[config.mk]
export PLATFORM = sky130hd
export DESIGN_NAME = sexpr_token_lexer_unit
export DESIGN_NICKNAME = d
export VERILOG_FILES = /design/src/rtl/sexl_pkg.sv /design/src/rtl/sexpr_token_lexer_unit.sv
export SDC_FILE = /design/constraint.sdc
export NUM_CORES = 1
export LEC_CHECK = 0
export BUFFER_PORTS_ARGS = -buffer_cell sky130_fd_sc_hd__buf_2
export CAP_MARGIN = 20
export CORE_ASPECT_RATIO = 1.25
export CORE_MARGIN = 4
export CORE_UTILIZATION = 50
export CTS_BUF_LIST = sky130_fd_sc_hd__clkbuf_2
export CTS_CLUSTER_DIAMETER = 150
export DETAILED_ROUTE_END_ITERATION = 16
export GPL_TIMING_DRIVEN = 1
export PLACE_DENSITY = 0.68
export SLEW_MARGIN = 20
export SYNTH_ARGS = -nofsm -noshare
export SYNTH_HDL_FRONTEND = slang
export SYNTH_SLANG_ARGS = --single-unit
[constraint.sdc]
create_clock -name clk -period 5.84 [get_ports clk]
set_input_delay 0.876 -clock clk [delete_from_list [all_inputs] [get_ports clk]]
set_output_delay 0.876 -clock clk [all_outputs]
set_load 0.01 [all_outputs]
[src/rtl/sexl_pkg.sv]
package sexl_pkg;

  // Longest token, in characters
  localparam int unsigned MAX_TOKEN_LEN = 1024;
  localparam int unsigned CNT_W         = $clog2(MAX_TOKEN_LEN + 1);

  // Lexer modes
  typedef enum logic [3:0] {
    M_IDLE,
    M_COMMENT,
    M_STRING,
    M_ESC,
    M_HASH,
    M_HASHQ,
    M_NUMBER,
    M_DOT,
    M_SYMBOL
  } lex_mode_t;

  // Token kinds on the result channel
  typedef enum logic [3:0] {
    K_EOF     = 4'd0,
    K_ERROR   = 4'd1,
    K_OPEN    = 4'd2,
    K_CLOSE   = 4'd3,
    K_SYMBOL  = 4'd4,
    K_STRING  = 4'd5,
    K_INTEGER = 4'd6,
    K_REAL    = 4'd7,
    K_PATOPEN = 4'd8,
    K_DOT     = 4'd9,
    K_TRUE    = 4'd10,
    K_FALSE   = 4'd11
  } token_kind_t;

  // Result kinds
  localparam logic RK_CHAR  = 1'b0;
  localparam logic RK_TOKEN = 1'b1;

  // Character codes
  localparam logic [7:0] CH_TAB    = 8'd9;
  localparam logic [7:0] CH_LF     = 8'd10;
  localparam logic [7:0] CH_CR     = 8'd13;
  localparam logic [7:0] CH_SPACE  = 8'd32;
  localparam logic [7:0] CH_QUOTE  = 8'd34;
  localparam logic [7:0] CH_LPAREN = 8'd40;
  localparam logic [7:0] CH_RPAREN = 8'd41;
  localparam logic [7:0] CH_MINUS  = 8'd45;
  localparam logic [7:0] CH_POINT  = 8'd46;
  localparam logic [7:0] CH_ZERO   = 8'd48;
  localparam logic [7:0] CH_NINE   = 8'd57;
  localparam logic [7:0] CH_SEMI   = 8'd59;
  localparam logic [7:0] CH_QMARK  = 8'd63;
  localparam logic [7:0] CH_BSLASH = 8'd92;
  localparam logic [7:0] CH_F      = 8'd102;
  localparam logic [7:0] CH_N      = 8'd110;
  localparam logic [7:0] CH_T      = 8'd116;
  localparam logic [7:0] CH_HASH   = 8'd35;

  // One result item
  typedef struct packed {
    logic        kind;
    token_kind_t tkind;
    logic [7:0]  ch;
    logic        last;
  } result_t;

  function automatic logic is_space(input logic [7:0] c);
    return (c == CH_SPACE) || (c >= CH_TAB && c <= CH_CR);
  endfunction

  function automatic logic is_digit(input logic [7:0] c);
    return (c >= CH_ZERO) && (c <= CH_NINE);
  endfunction

  function automatic logic is_delim(input logic [7:0] c);
    return is_space(c) || (c == CH_QUOTE) || (c == CH_LPAREN) ||
           (c == CH_RPAREN) || (c == CH_SEMI);
  endfunction

endpackage

[src/rtl/sexpr_token_lexer_unit.sv]
// Channel  Direction  Ports                       Contents
// in_      slave      tvalid tready tdata tuser   one text byte or end-of-input mark
// out_     master     tvalid tready tdata tuser   token character or completed token
//                     tlast                       marks last result of one input
//
// One input byte is taken per clock while the queue takes the results of the last one;
// each byte sits in an input register while the lexer logic forms up to two results
// into a two-entry output queue. Two results from one byte leave the queue one after
// the other, so the surplus builds up; a two-result byte waits until both fit.
// Either side may stall at any time; in_tready drops only when the queue has no
// room for the results of the byte in the input register.
// Synchronous active-low reset returns the lexer to idle between tokens.
module sexpr_token_lexer_unit (
  input  logic        clk,
  input  logic        rst_n,
  input  logic        in_tvalid,
  output logic        in_tready,
  input  logic [7:0]  in_tdata,   // [7:0] in_char
  input  logic        in_tuser,   // [0] in_end
  output logic        out_tvalid,
  input  logic        out_tready,
  output logic [15:0] out_tdata,  // [3:0] token_kind, [11:4] out_char, [15:12] zero
  output logic        out_tuser,  // [0] out_kind
  output logic        out_tlast   // out_last
);

  localparam int unsigned CW = sexl_pkg::CNT_W;
  localparam logic [CW-1:0] MAXC = CW'(sexl_pkg::MAX_TOKEN_LEN);

  // Input register
  logic       s1_v_r, s1_v_nxt;
  logic [7:0] s1_ch_r;
  logic       s1_end_r;

  // Lexer state
  sexl_pkg::lex_mode_t mode_r, mode_nxt;
  logic [CW-1:0]       cnt_r, cnt_nxt;
  logic                sd_r, sd_nxt;
  logic                sn_r, sn_nxt;
  logic [1:0]          pc_r, pc_nxt;

  // Output queue
  sexl_pkg::result_t q_r [2];
  sexl_pkg::result_t q_nxt [2];
  logic [1:0]        qcnt_r, qcnt_nxt;

  // Results of the current byte
  sexl_pkg::result_t res [2];
  logic [1:0]        n;
  logic              fire, pop;
  logic [2:0]        room;

  // Lexer logic
  always_comb begin
    logic [7:0]            c;
    logic                  app_en;
    logic                  app_dot;
    logic [7:0]            app_ch;
    sexl_pkg::token_kind_t wkind;
    c        = s1_ch_r;
    app_en   = 1'b0;
    app_dot  = 1'b0;
    app_ch   = c;
    mode_nxt = mode_r;
    cnt_nxt  = cnt_r;
    sd_nxt   = sd_r;
    sn_nxt   = sn_r;
    pc_nxt   = pc_r;
    n        = 2'd0;
    for (int i = 0; i < 2; i++) begin
      res[i] = '{kind: sexl_pkg::RK_CHAR, tkind: sexl_pkg::K_EOF, ch: 8'd0, last: 1'b0};
    end

    // kind of a bare word that ends now
    if (mode_r == sexl_pkg::M_NUMBER) begin
      if (sn_r || !sd_r || pc_r > 2'd1) wkind = sexl_pkg::K_SYMBOL;
      else if (pc_r == 2'd1)            wkind = sexl_pkg::K_REAL;
      else                              wkind = sexl_pkg::K_INTEGER;
    end else if (mode_r == sexl_pkg::M_DOT) begin
      wkind = sexl_pkg::K_DOT;
    end else begin
      wkind = sexl_pkg::K_SYMBOL;
    end

    if (s1_end_r) begin
      // end of input: close pending token, then eof
      case (mode_r)
        sexl_pkg::M_STRING, sexl_pkg::M_ESC, sexl_pkg::M_HASH, sexl_pkg::M_HASHQ: begin
          res[n[0]].kind  = sexl_pkg::RK_TOKEN;
          res[n[0]].tkind = sexl_pkg::K_ERROR;
          n = n + 2'd1;
        end
        sexl_pkg::M_NUMBER, sexl_pkg::M_SYMBOL, sexl_pkg::M_DOT: begin
          res[n[0]].kind  = sexl_pkg::RK_TOKEN;
          res[n[0]].tkind = wkind;
          n = n + 2'd1;
        end
        default: begin
        end
      endcase
      res[n[0]].kind  = sexl_pkg::RK_TOKEN;
      res[n[0]].tkind = sexl_pkg::K_EOF;
      n        = n + 2'd1;
      mode_nxt = sexl_pkg::M_IDLE;
      cnt_nxt  = '0;
      sd_nxt   = 1'b0;
      sn_nxt   = 1'b0;
      pc_nxt   = 2'd0;
    end else begin
      case (mode_r)
        sexl_pkg::M_COMMENT: begin
          if (c == sexl_pkg::CH_LF) mode_nxt = sexl_pkg::M_IDLE;
        end
        sexl_pkg::M_STRING: begin
          if (c == sexl_pkg::CH_QUOTE) begin
            res[0].kind  = sexl_pkg::RK_TOKEN;
            res[0].tkind = sexl_pkg::K_STRING;
            n        = 2'd1;
            mode_nxt = sexl_pkg::M_IDLE;
            cnt_nxt  = '0;
            sd_nxt   = 1'b0;
            sn_nxt   = 1'b0;
            pc_nxt   = 2'd0;
          end else if (c == sexl_pkg::CH_BSLASH) begin
            mode_nxt = sexl_pkg::M_ESC;
          end else begin
            app_en = 1'b1;
          end
        end
        sexl_pkg::M_ESC: begin
          mode_nxt = sexl_pkg::M_STRING;
          app_en   = 1'b1;
          if (c == sexl_pkg::CH_N)      app_ch = sexl_pkg::CH_LF;
          else if (c == sexl_pkg::CH_T) app_ch = sexl_pkg::CH_TAB;
        end
        sexl_pkg::M_HASH: begin
          mode_nxt = sexl_pkg::M_IDLE;
          if (c == sexl_pkg::CH_QMARK) begin
            mode_nxt = sexl_pkg::M_HASHQ;
          end else begin
            res[0].kind = sexl_pkg::RK_TOKEN;
            n = 2'd1;
            if (c == sexl_pkg::CH_T)      res[0].tkind = sexl_pkg::K_TRUE;
            else if (c == sexl_pkg::CH_F) res[0].tkind = sexl_pkg::K_FALSE;
            else                          res[0].tkind = sexl_pkg::K_ERROR;
          end
        end
        sexl_pkg::M_HASHQ: begin
          mode_nxt     = sexl_pkg::M_IDLE;
          res[0].kind  = sexl_pkg::RK_TOKEN;
          res[0].tkind = (c == sexl_pkg::CH_LPAREN) ? sexl_pkg::K_PATOPEN
                                                    : sexl_pkg::K_ERROR;
          n = 2'd1;
        end
        sexl_pkg::M_NUMBER, sexl_pkg::M_DOT, sexl_pkg::M_SYMBOL: begin
          if (sexl_pkg::is_delim(c)) begin
            // finish the word, then treat the delimiter as fresh input
            res[0].kind  = sexl_pkg::RK_TOKEN;
            res[0].tkind = wkind;
            n        = 2'd1;
            cnt_nxt  = '0;
            sd_nxt   = 1'b0;
            sn_nxt   = 1'b0;
            pc_nxt   = 2'd0;
            mode_nxt = sexl_pkg::M_IDLE;
            if (c == sexl_pkg::CH_SEMI) begin
              mode_nxt = sexl_pkg::M_COMMENT;
            end else if (c == sexl_pkg::CH_QUOTE) begin
              mode_nxt = sexl_pkg::M_STRING;
            end else if (c == sexl_pkg::CH_LPAREN || c == sexl_pkg::CH_RPAREN) begin
              res[1].kind  = sexl_pkg::RK_TOKEN;
              res[1].tkind = (c == sexl_pkg::CH_LPAREN) ? sexl_pkg::K_OPEN
                                                        : sexl_pkg::K_CLOSE;
              n = 2'd2;
            end
          end else if (mode_r == sexl_pkg::M_NUMBER) begin
            if (sexl_pkg::is_digit(c))         sd_nxt = 1'b1;
            else if (c == sexl_pkg::CH_POINT)  pc_nxt = (pc_r >= 2'd2) ? 2'd2 : pc_r + 2'd1;
            else                               sn_nxt = 1'b1;
            app_en = 1'b1;
          end else if (mode_r == sexl_pkg::M_DOT) begin
            mode_nxt = sexl_pkg::M_SYMBOL;
            app_en   = 1'b1;
            app_dot  = 1'b1;
          end else begin
            app_en = 1'b1;
          end
        end
        default: begin
          // between tokens
          cnt_nxt  = '0;
          sd_nxt   = 1'b0;
          sn_nxt   = 1'b0;
          pc_nxt   = 2'd0;
          mode_nxt = sexl_pkg::M_IDLE;
          if (sexl_pkg::is_space(c)) begin
            mode_nxt = sexl_pkg::M_IDLE;
          end else if (c == sexl_pkg::CH_SEMI) begin
            mode_nxt = sexl_pkg::M_COMMENT;
          end else if (c == sexl_pkg::CH_LPAREN || c == sexl_pkg::CH_RPAREN) begin
            res[0].kind  = sexl_pkg::RK_TOKEN;
            res[0].tkind = (c == sexl_pkg::CH_LPAREN) ? sexl_pkg::K_OPEN
                                                      : sexl_pkg::K_CLOSE;
            n = 2'd1;
          end else if (c == sexl_pkg::CH_QUOTE) begin
            mode_nxt = sexl_pkg::M_STRING;
          end else if (c == sexl_pkg::CH_HASH) begin
            mode_nxt = sexl_pkg::M_HASH;
          end else if (sexl_pkg::is_digit(c) || c == sexl_pkg::CH_MINUS) begin
            mode_nxt = sexl_pkg::M_NUMBER;
            sd_nxt   = sexl_pkg::is_digit(c);
            app_en   = 1'b1;
          end else if (c == sexl_pkg::CH_POINT) begin
            mode_nxt = sexl_pkg::M_DOT;
          end else begin
            mode_nxt = sexl_pkg::M_SYMBOL;
            app_en   = 1'b1;
          end
        end
      endcase

      // append one character, or a held '.' and then one, with overflow check
      if (app_en) begin
        if (app_dot) begin
          if (cnt_nxt >= MAXC) begin
            res[0].kind  = sexl_pkg::RK_TOKEN;
            res[0].tkind = sexl_pkg::K_ERROR;
            n        = 2'd1;
            mode_nxt = sexl_pkg::M_IDLE;
            cnt_nxt  = '0;
            sd_nxt   = 1'b0;
            sn_nxt   = 1'b0;
            pc_nxt   = 2'd0;
          end else begin
            res[0].ch = sexl_pkg::CH_POINT;
            cnt_nxt   = cnt_nxt + CW'(1);
            if (cnt_nxt >= MAXC) begin
              res[1].kind  = sexl_pkg::RK_TOKEN;
              res[1].tkind = sexl_pkg::K_ERROR;
              mode_nxt = sexl_pkg::M_IDLE;
              cnt_nxt  = '0;
              sd_nxt   = 1'b0;
              sn_nxt   = 1'b0;
              pc_nxt   = 2'd0;
            end else begin
              res[1].ch = app_ch;
              cnt_nxt   = cnt_nxt + CW'(1);
            end
            n = 2'd2;
          end
        end else begin
          if (cnt_nxt >= MAXC) begin
            res[0].kind  = sexl_pkg::RK_TOKEN;
            res[0].tkind = sexl_pkg::K_ERROR;
            mode_nxt = sexl_pkg::M_IDLE;
            cnt_nxt  = '0;
            sd_nxt   = 1'b0;
            sn_nxt   = 1'b0;
            pc_nxt   = 2'd0;
          end else begin
            res[0].ch = app_ch;
            cnt_nxt   = cnt_nxt + CW'(1);
          end
          n = 2'd1;
        end
      end
    end

    res[0].last = (n == 2'd1);
    res[1].last = (n == 2'd2);
  end

  // Handshake: the byte leaves the input register when its results fit
  assign pop       = out_tvalid && out_tready;
  assign room      = 3'd2 - {1'b0, qcnt_r} + {2'b00, pop};
  assign fire      = s1_v_r && ({1'b0, n} <= room);
  assign in_tready = !s1_v_r || fire;

  always_comb begin
    s1_v_nxt = s1_v_r;
    if (in_tready) s1_v_nxt = in_tvalid;
  end

  // Output queue update
  always_comb begin
    logic [1:0] base;
    logic [1:0] idx;
    q_nxt[0] = pop ? q_r[1] : q_r[0];
    q_nxt[1] = q_r[1];
    base     = qcnt_r - {1'b0, pop};
    for (int i = 0; i < 2; i++) begin
      idx = base + 2'(i);
      if (fire && (2'(i) < n)) q_nxt[idx[0]] = res[i];
    end
    qcnt_nxt = fire ? base + n : base;
  end

  // Registers
  always_ff @(posedge clk) begin
    if (!rst_n) begin
      s1_v_r <= 1'b0;
      mode_r <= sexl_pkg::M_IDLE;
      cnt_r  <= '0;
      sd_r   <= 1'b0;
      sn_r   <= 1'b0;
      pc_r   <= 2'd0;
      qcnt_r <= 2'd0;
    end else begin
      s1_v_r <= s1_v_nxt;
      qcnt_r <= qcnt_nxt;
      if (fire) begin
        mode_r <= mode_nxt;
        cnt_r  <= cnt_nxt;
        sd_r   <= sd_nxt;
        sn_r   <= sn_nxt;
        pc_r   <= pc_nxt;
      end
    end
  end

  always_ff @(posedge clk) begin
    if (in_tready && in_tvalid) begin
      s1_ch_r  <= in_tdata;
      s1_end_r <= in_tuser;
    end
    q_r[0] <= q_nxt[0];
    q_r[1] <= q_nxt[1];
  end

  // Result channel
  assign out_tvalid = (qcnt_r != 2'd0);
  assign out_tdata  = {4'd0, q_r[0].ch, q_r[0].tkind};
  assign out_tuser  = q_r[0].kind;
  assign out_tlast  = q_r[0].last;

endmodule

==> results of run 1 <==
[area by class of cell]
cell class | count | area (um^2) | area share [%]
clock buffer | 10 | 50.0 | 1.04
clock inverter | 5 | 55.1 | 1.14
inverter | 18 | 67.6 | 1.40
multi-input combinational | 483 | 3040 | 62.9
sequential | 59 | 1270 | 26.3
tap | 123 | 154 | 3.19
timing repair buffer | 35 | 193 | 3.99
[worst paths after layout]
check             startpoint         end
setup / recovery  s1_ch_r[1]   in_tready
hold / removal    q_r[0][22]  q_r[0][22]
hold reg to reg   q_r[0][22]  q_r[0][22]
setup reg to reg  s1_ch_r[6]  q_r[0][23]
[sequential cells by signal, indices dropped and copies added, names as in the netlist]
register,count
q_r,28
cnt_r,11
s1_ch_r,8
mode_r,4
pc_r,2
qcnt_r,2
s1_end_r,1
s1_v_r,1
sd_r,1
sn_r,1
[cell families after synthesis]
logic type	count (synthesis)	share of synthesized area, %
DFF	59	27.3
and+or+nand+nor	266	29.6
other	1	0.0805
buffers and inverters	69	7.76
adders and majority gates	9	2.36
xor gates and xnor gates	17	3.19
AOI/OAI and AO/OA	175	27.1
muxes	12	2.63
[power by group]
group	total (mW)	switching (mW)	internal, mW
combinational	0.739	0.459	0.280
clock	0.258	0.161	0.0967
sequential	0.600	0.0851	0.515
[critical path, cell delays in order, from the launching register on]
cell and delay, ps:
edfxtp_1 680, nand4bb_1 210, buf_4 150, nor2_1 100, o41ai_1 980, o21bai_2 130, buf_4 250, a31o_2 310
ha_1 300, a21oi_1 180, o21a_1 180, nand2_1 110, buf_2 160
[cells in the mapped netlist (all sizes together) (4+ instances only)]
cell / n / area (um^2)
a2111oi: 4 / 53.8
a211oi: 10 / 80.1
a21o: 7 / 60.1
a21oi: 39 / 203
a221oi: 7 / 85.1
a22o: 5 / 43.8
a22oi: 6 / 45.0
a31oi: 6 / 37.5
and2: 9 / 56.3
and3: 10 / 62.6
buf: 31 / 219
clkbuf: 20 / 75.1
dfxtp: 50 / 1000
edfxtp: 9 / 270
ha: 8 / 100
inv: 18 / 67.6
mux2i: 10 / 100
nand2: 82 / 308
nand2b: 6 / 37.5
nand3: 30 / 150
nand4: 4 / 25.0
nor2: 55 / 216
nor2b: 6 / 37.5
nor3: 18 / 116
nor3b: 7 / 52.6
nor4: 8 / 65.1
o211ai: 6 / 45.0
o21ai: 33 / 165
o22ai: 7 / 43.8
o2bb2ai: 4 / 35.0
o31ai: 7 / 52.6
or2: 5 / 31.3
or3: 10 / 62.6
xnor2: 7 / 61.3
xor2: 10 / 87.6
[per-stage QoR]
step	hold WS [ps]	setup WS (ps)	power, mW	cell area [um^2]	cells
2_1_floorplan	432	1640	1.18	4670	611
3_3_place_gp	444	948	1.33	4720	718
3_5_place_dp	456	932	1.34	4720	718
4_1_cts	445	713	1.60	4830	733
5_1_grt	449	442	1.71	4830	733
6_report	479	675	1.60	4830	733
[metal layers]
metal	GRT usage (%)	wire, um	vias up
met5	0	0	-
met4	13.7	547	0
met3	3.90	1000	39
met2	42.6	6550	251
met1	35.4	5960	2210
li1	-	-	2228
==> flow_metrics.env, run 1 <==
export IMPL_outcome="complete, no violations"
export IMPL_finClkSkew_ps=38.2
export IMPL_gp_congestion=0.995
export IMPL_cp_max_fo=22
export IMPL_rsz0062_at_grt="false"
export IMPL_synth_edff_count=9
export IMPL_r2r_cells=14
export IMPL_core_um2=9130
export IMPL_vdd_drop_max_uv=173
export IMPL_final_setup_tns_ps=0
export IMPL_synth_area_per_cell_um2=7.67
export IMPL_routed_wirelength_um=14100
export IMPL_grt_pass1_wl_um=22900
export IMPL_htreeDepth=3
export IMPL_track_usage_pct=26.8
export IMPL_clk_latency_ps=540
export IMPL_cts_sinks=59
export IMPL_utilization_pct=52.9
export IMPL_fillers=907
export IMPL_wire_per_inst_um=19.2
export IMPL_drtIter0Drc=453
export IMPL_min_path_cells=1
export IMPL_synth_distinct_cells=88
export IMPL_cts_buffers_inserted=9
export IMPL_final_common_cell="nand2_1"
export IMPL_antenna_cells=0
export IMPL_cp_arrival_ps=4290
export IMPL_rows=39
export IMPL_finalSetupViolCount=0
export IMPL_post_cts_buffers=0
export IMPL_fmax_mhz=194
export IMPL_synth_flop_cell="dfxtp_1"
export IMPL_initial_core_util_pct=51.1
export IMPL_yosysWarningCount=0
export IMPL_yosysSeqAreaShare_pct=27.3
export IMPL_max_cap_violations=0
export IMPL_syn_instance_count=608
export IMPL_place_hpwl_um=10500
export IMPL_nNetsFinal=627
export IMPL_p_leak_nw=1.84
export IMPL_cts_buffer_depth=2
export IMPL_die_y_um=116
export IMPL_grt_pass1_vias=4417
export IMPL_cts_tree="done"
export IMPL_ios=33
export IMPL_die_area_um2=10900
export IMPL_grt_max_degree=26
export IMPL_num_vias=4728
export IMPL_area_delta_synth_final_pct=3.62
export IMPL_critical_path_class="reg -> out"
export IMPL_min_period_over_period_pct=88.4
export IMPL_die_width_um=94.4
export IMPL_remaining_drc_errors=0
export IMPL_io_buffer_count=28
export IMPL_drt_first_pass_iters=5
export IMPL_drv_slew=0
export IMPL_cp_required_ps=4960
export IMPL_final_cell_mix="nand2_1 (82), nor2_1 (53), dfxtp_1 (50), a21oi_1 (37)"
export IMPL_worst_slew_pin_transition_ps=1080
export IMPL_fin_crit_ps=5160
export IMPL_overflow=0
export IMPL_vias_per_cell=6.45
export IMPL_final_hold_violation_count=0
export IMPL_hold_buffers=0
export IMPL_cts_clk_slew_worst_paths_ps=190
export IMPL_drive_gt1_share_pct=13.3
export IMPL_grt_antenna_before_repair=0
export IMPL_ctsResizeCount=0
export IMPL_synth_area_um2=4660
export IMPL_slew_limit_headroom_pct=27.1
export IMPL_synth_seq_cells=59
export IMPL_power_per_cell_area_nw_per_um2=331
export IMPL_cp_start_kind="flip-flop"
export IMPL_hp_class="reg -> reg"
export IMPL_r2r_slack_ps=850
export IMPL_synthArstFlopShare_pct=0
export IMPL_root_buffer="clkbuf_2"
export IMPL_crit_path_end_kind="output pin"
export IMPL_antenna_left=0
(Power assumes the default switching activity.)
==> run 2: changes to the inputs <==
--- a/config.mk
+++ b/config.mk
@@ -9,12 +9,12 @@
 export CAP_MARGIN = 20
 export CORE_ASPECT_RATIO = 1.25
 export CORE_MARGIN = 4
-export CORE_UTILIZATION = 50
+export CORE_UTILIZATION = 60
 export CTS_BUF_LIST = sky130_fd_sc_hd__clkbuf_2
 export CTS_CLUSTER_DIAMETER = 150
 export DETAILED_ROUTE_END_ITERATION = 16
 export GPL_TIMING_DRIVEN = 1
-export PLACE_DENSITY = 0.68
+export PLACE_DENSITY = 0.79
 export SLEW_MARGIN = 20
 export SYNTH_ARGS = -nofsm -noshare
 export SYNTH_HDL_FRONTEND = slang
==> flow_metrics.env, run 2 (synthesized netlist as in run 1, its figures left out) <==
export IMPL_min_delay_start="q_r[0][21]"
export IMPL_routed_wirelength_um=14200
export IMPL_r2r_end="cnt_r[9]"
export IMPL_wl_met2_um=6670
export IMPL_ctsResizeCount=0
export IMPL_r2r_cells=15
export IMPL_p_total_mw=1.56
export IMPL_track_usage_pct=31.2
export IMPL_antenna_left=0
export IMPL_die_area_um2=9250
export IMPL_min_period_over_period_pct=87.5
export IMPL_drv_slew=0
export IMPL_grt_antenna_before_repair=0
export IMPL_max_cap_violations=0
export IMPL_largest_register_ffs=28
export IMPL_power_per_cell_area_nw_per_um2=327
export IMPL_drtIter0Drc=457
export IMPL_p_leak_nw=1.83
export IMPL_antenna_cells=0
export IMPL_place_hpwl_um=10400
export IMPL_die_width_um=86.8
export IMPL_vias_per_cell=6.87
export IMPL_final_setup_tns_ps=0
export IMPL_core_um2=7490
export IMPL_vdd_drop_max_uv=194
export IMPL_fin_crit_ps=5110
export IMPL_finalSetupViolCount=0
export IMPL_slew_limit_headroom_pct=35.6
export IMPL_r2r_slack_ps=960
export IMPL_cts_clk_slew_worst_paths_ps=190
export IMPL_placed_cells=687
export IMPL_initial_core_util_pct=62.2
export IMPL_grt_max_degree=26
export IMPL_grt_pass1_vias=4564
export IMPL_htreeDepth=3
export IMPL_grt_pass1_wl_um=23200
export IMPL_p_sw_share_pct=45.8
export IMPL_cp_start_kind="flip-flop"
export IMPL_worstReg2RegStart="mode_r[0]"
export IMPL_cp_required_ps=4960
export IMPL_outcome="complete, no violations"
export IMPL_wirelength_met1_um=5540
export IMPL_post_cts_buffers=0
export IMPL_worst_slew_pin_transition_ps=966
export IMPL_cp_arrival_ps=4230
export IMPL_cts_buffers_inserted=9
export IMPL_top_regs="q_r x28, cnt_r x11, s1_ch_r x8"
export IMPL_wire_per_inst_um=20.1
export IMPL_p_clk_share_pct=14.0
export IMPL_pre_cts_ws_ps=1070
export IMPL_rsz0062_at_grt="false"
export IMPL_final_common_cell="nand2_1"
export IMPL_cts_tree="done"
export IMPL_remaining_drc_errors=0
export IMPL_cts_buffer_depth=2
export IMPL_overflow=0
export IMPL_routed_wl_met3_um=1380
export IMPL_final_cell_mix="nand2_1 (82), nor2_1 (53), dfxtp_1 (50), a21oi_1 (36)"
export IMPL_worstSetupStartpoint="mode_r[1]"
export IMPL_setup_ws_ps=731
export IMPL_nNetsFinal=627
export IMPL_final_hold_violation_count=0
export IMPL_holdPathEnd="q_r[0][21]"
export IMPL_finClkSkew_ps=33.3
export IMPL_rows=35
export IMPL_area_delta_synth_final_pct=2.39
export IMPL_critical_path_class="reg -> out"
export IMPL_layout_cells_non_filler=703
export IMPL_num_vias=4833
export IMPL_seqPwrFrac_pct=39.2
export IMPL_drive_gt1_share_pct=13.4
export IMPL_gp_congestion=0.986
export IMPL_root_buffer="clkbuf_2"
export IMPL_drt_first_pass_iters=5
export IMPL_die_y_um=107
export IMPL_p_sw_mw=0.713
export IMPL_largest_register="q_r"
export IMPL_hp_class="reg -> reg"
export IMPL_cp_max_fo=22
export IMPL_fmax_mhz=196
export IMPL_p_comb_share_pct=46.8
export IMPL_io_buffer_count=28
export IMPL_cts_sinks=59
export IMPL_clk_latency_ps=540
export IMPL_top_layer="met4"
export IMPL_hold_buffers=0
export IMPL_utilization_pct=63.7
export IMPL_ios=33
export IMPL_p_int_mw=0.845
export IMPL_min_path_cells=1
export IMPL_crit_path_end_kind="output pin"
run 2: worst max-delay path by stage:
stage                      to  slack, ps  depth (start not counted)
floorplan            cnt_r[9]       1640                         17
global placement     cnt_r[9]       1100                         15
detailed placement   cnt_r[9]       1070                         15
CTS                 in_tready        850                         11
global route        in_tready        480                         11
finish              in_tready        730                         12
run 2: power by group through the flow:
stage / registers (mW) / logic [mW] / clock network, mW
finish: 0.611 / 0.729 / 0.218
floorplan: 0.571 / 0.609 / 0
global route: 0.622 / 0.808 / 0.238
detailed placement: 0.616 / 0.712 / 0
CTS: 0.607 / 0.715 / 0.220
global placement: 0.612 / 0.697 / 0
run 2: routing by layer:
layer | GRT usage [%] | vias to the layer above
met1 | 40.3 | 2220
li1 | - | 2222
met4 | 14.7 | 0
met5 | 0 | -
met2 | 49.1 | 330
met3 | 6.43 | 61
run 2: worst max-delay path, cell delays in order, from the launching register on:
cell	delay, ps
dfxtp_1	770
nor3_2	210
a21oi_1	690
nor2_1	120
o311a_1	400
o21bai_2	110
buf_4	270
a31o_2	280
ha_1	250
a21oi_1	190
o21a_1	210
nand2_1	80
buf_2	140
run 2: area by class of cell:
cell class              count  area, um^2
fillers                   684        2720
well taps                  92         115
inverters                  18        67.6
multi-input cells         483        3040
clock buffers              10        50.0
flip-flops and latches     59        1270
repair buffers             35         193
clock inverters             6        32.5
run 2: through the flow:
step,hold WS [ps],area [um^2]
global placement,449,4690
global route,469,4770
finish,486,4770
floorplan,432,4670
detailed placement,446,4690
CTS,483,4770
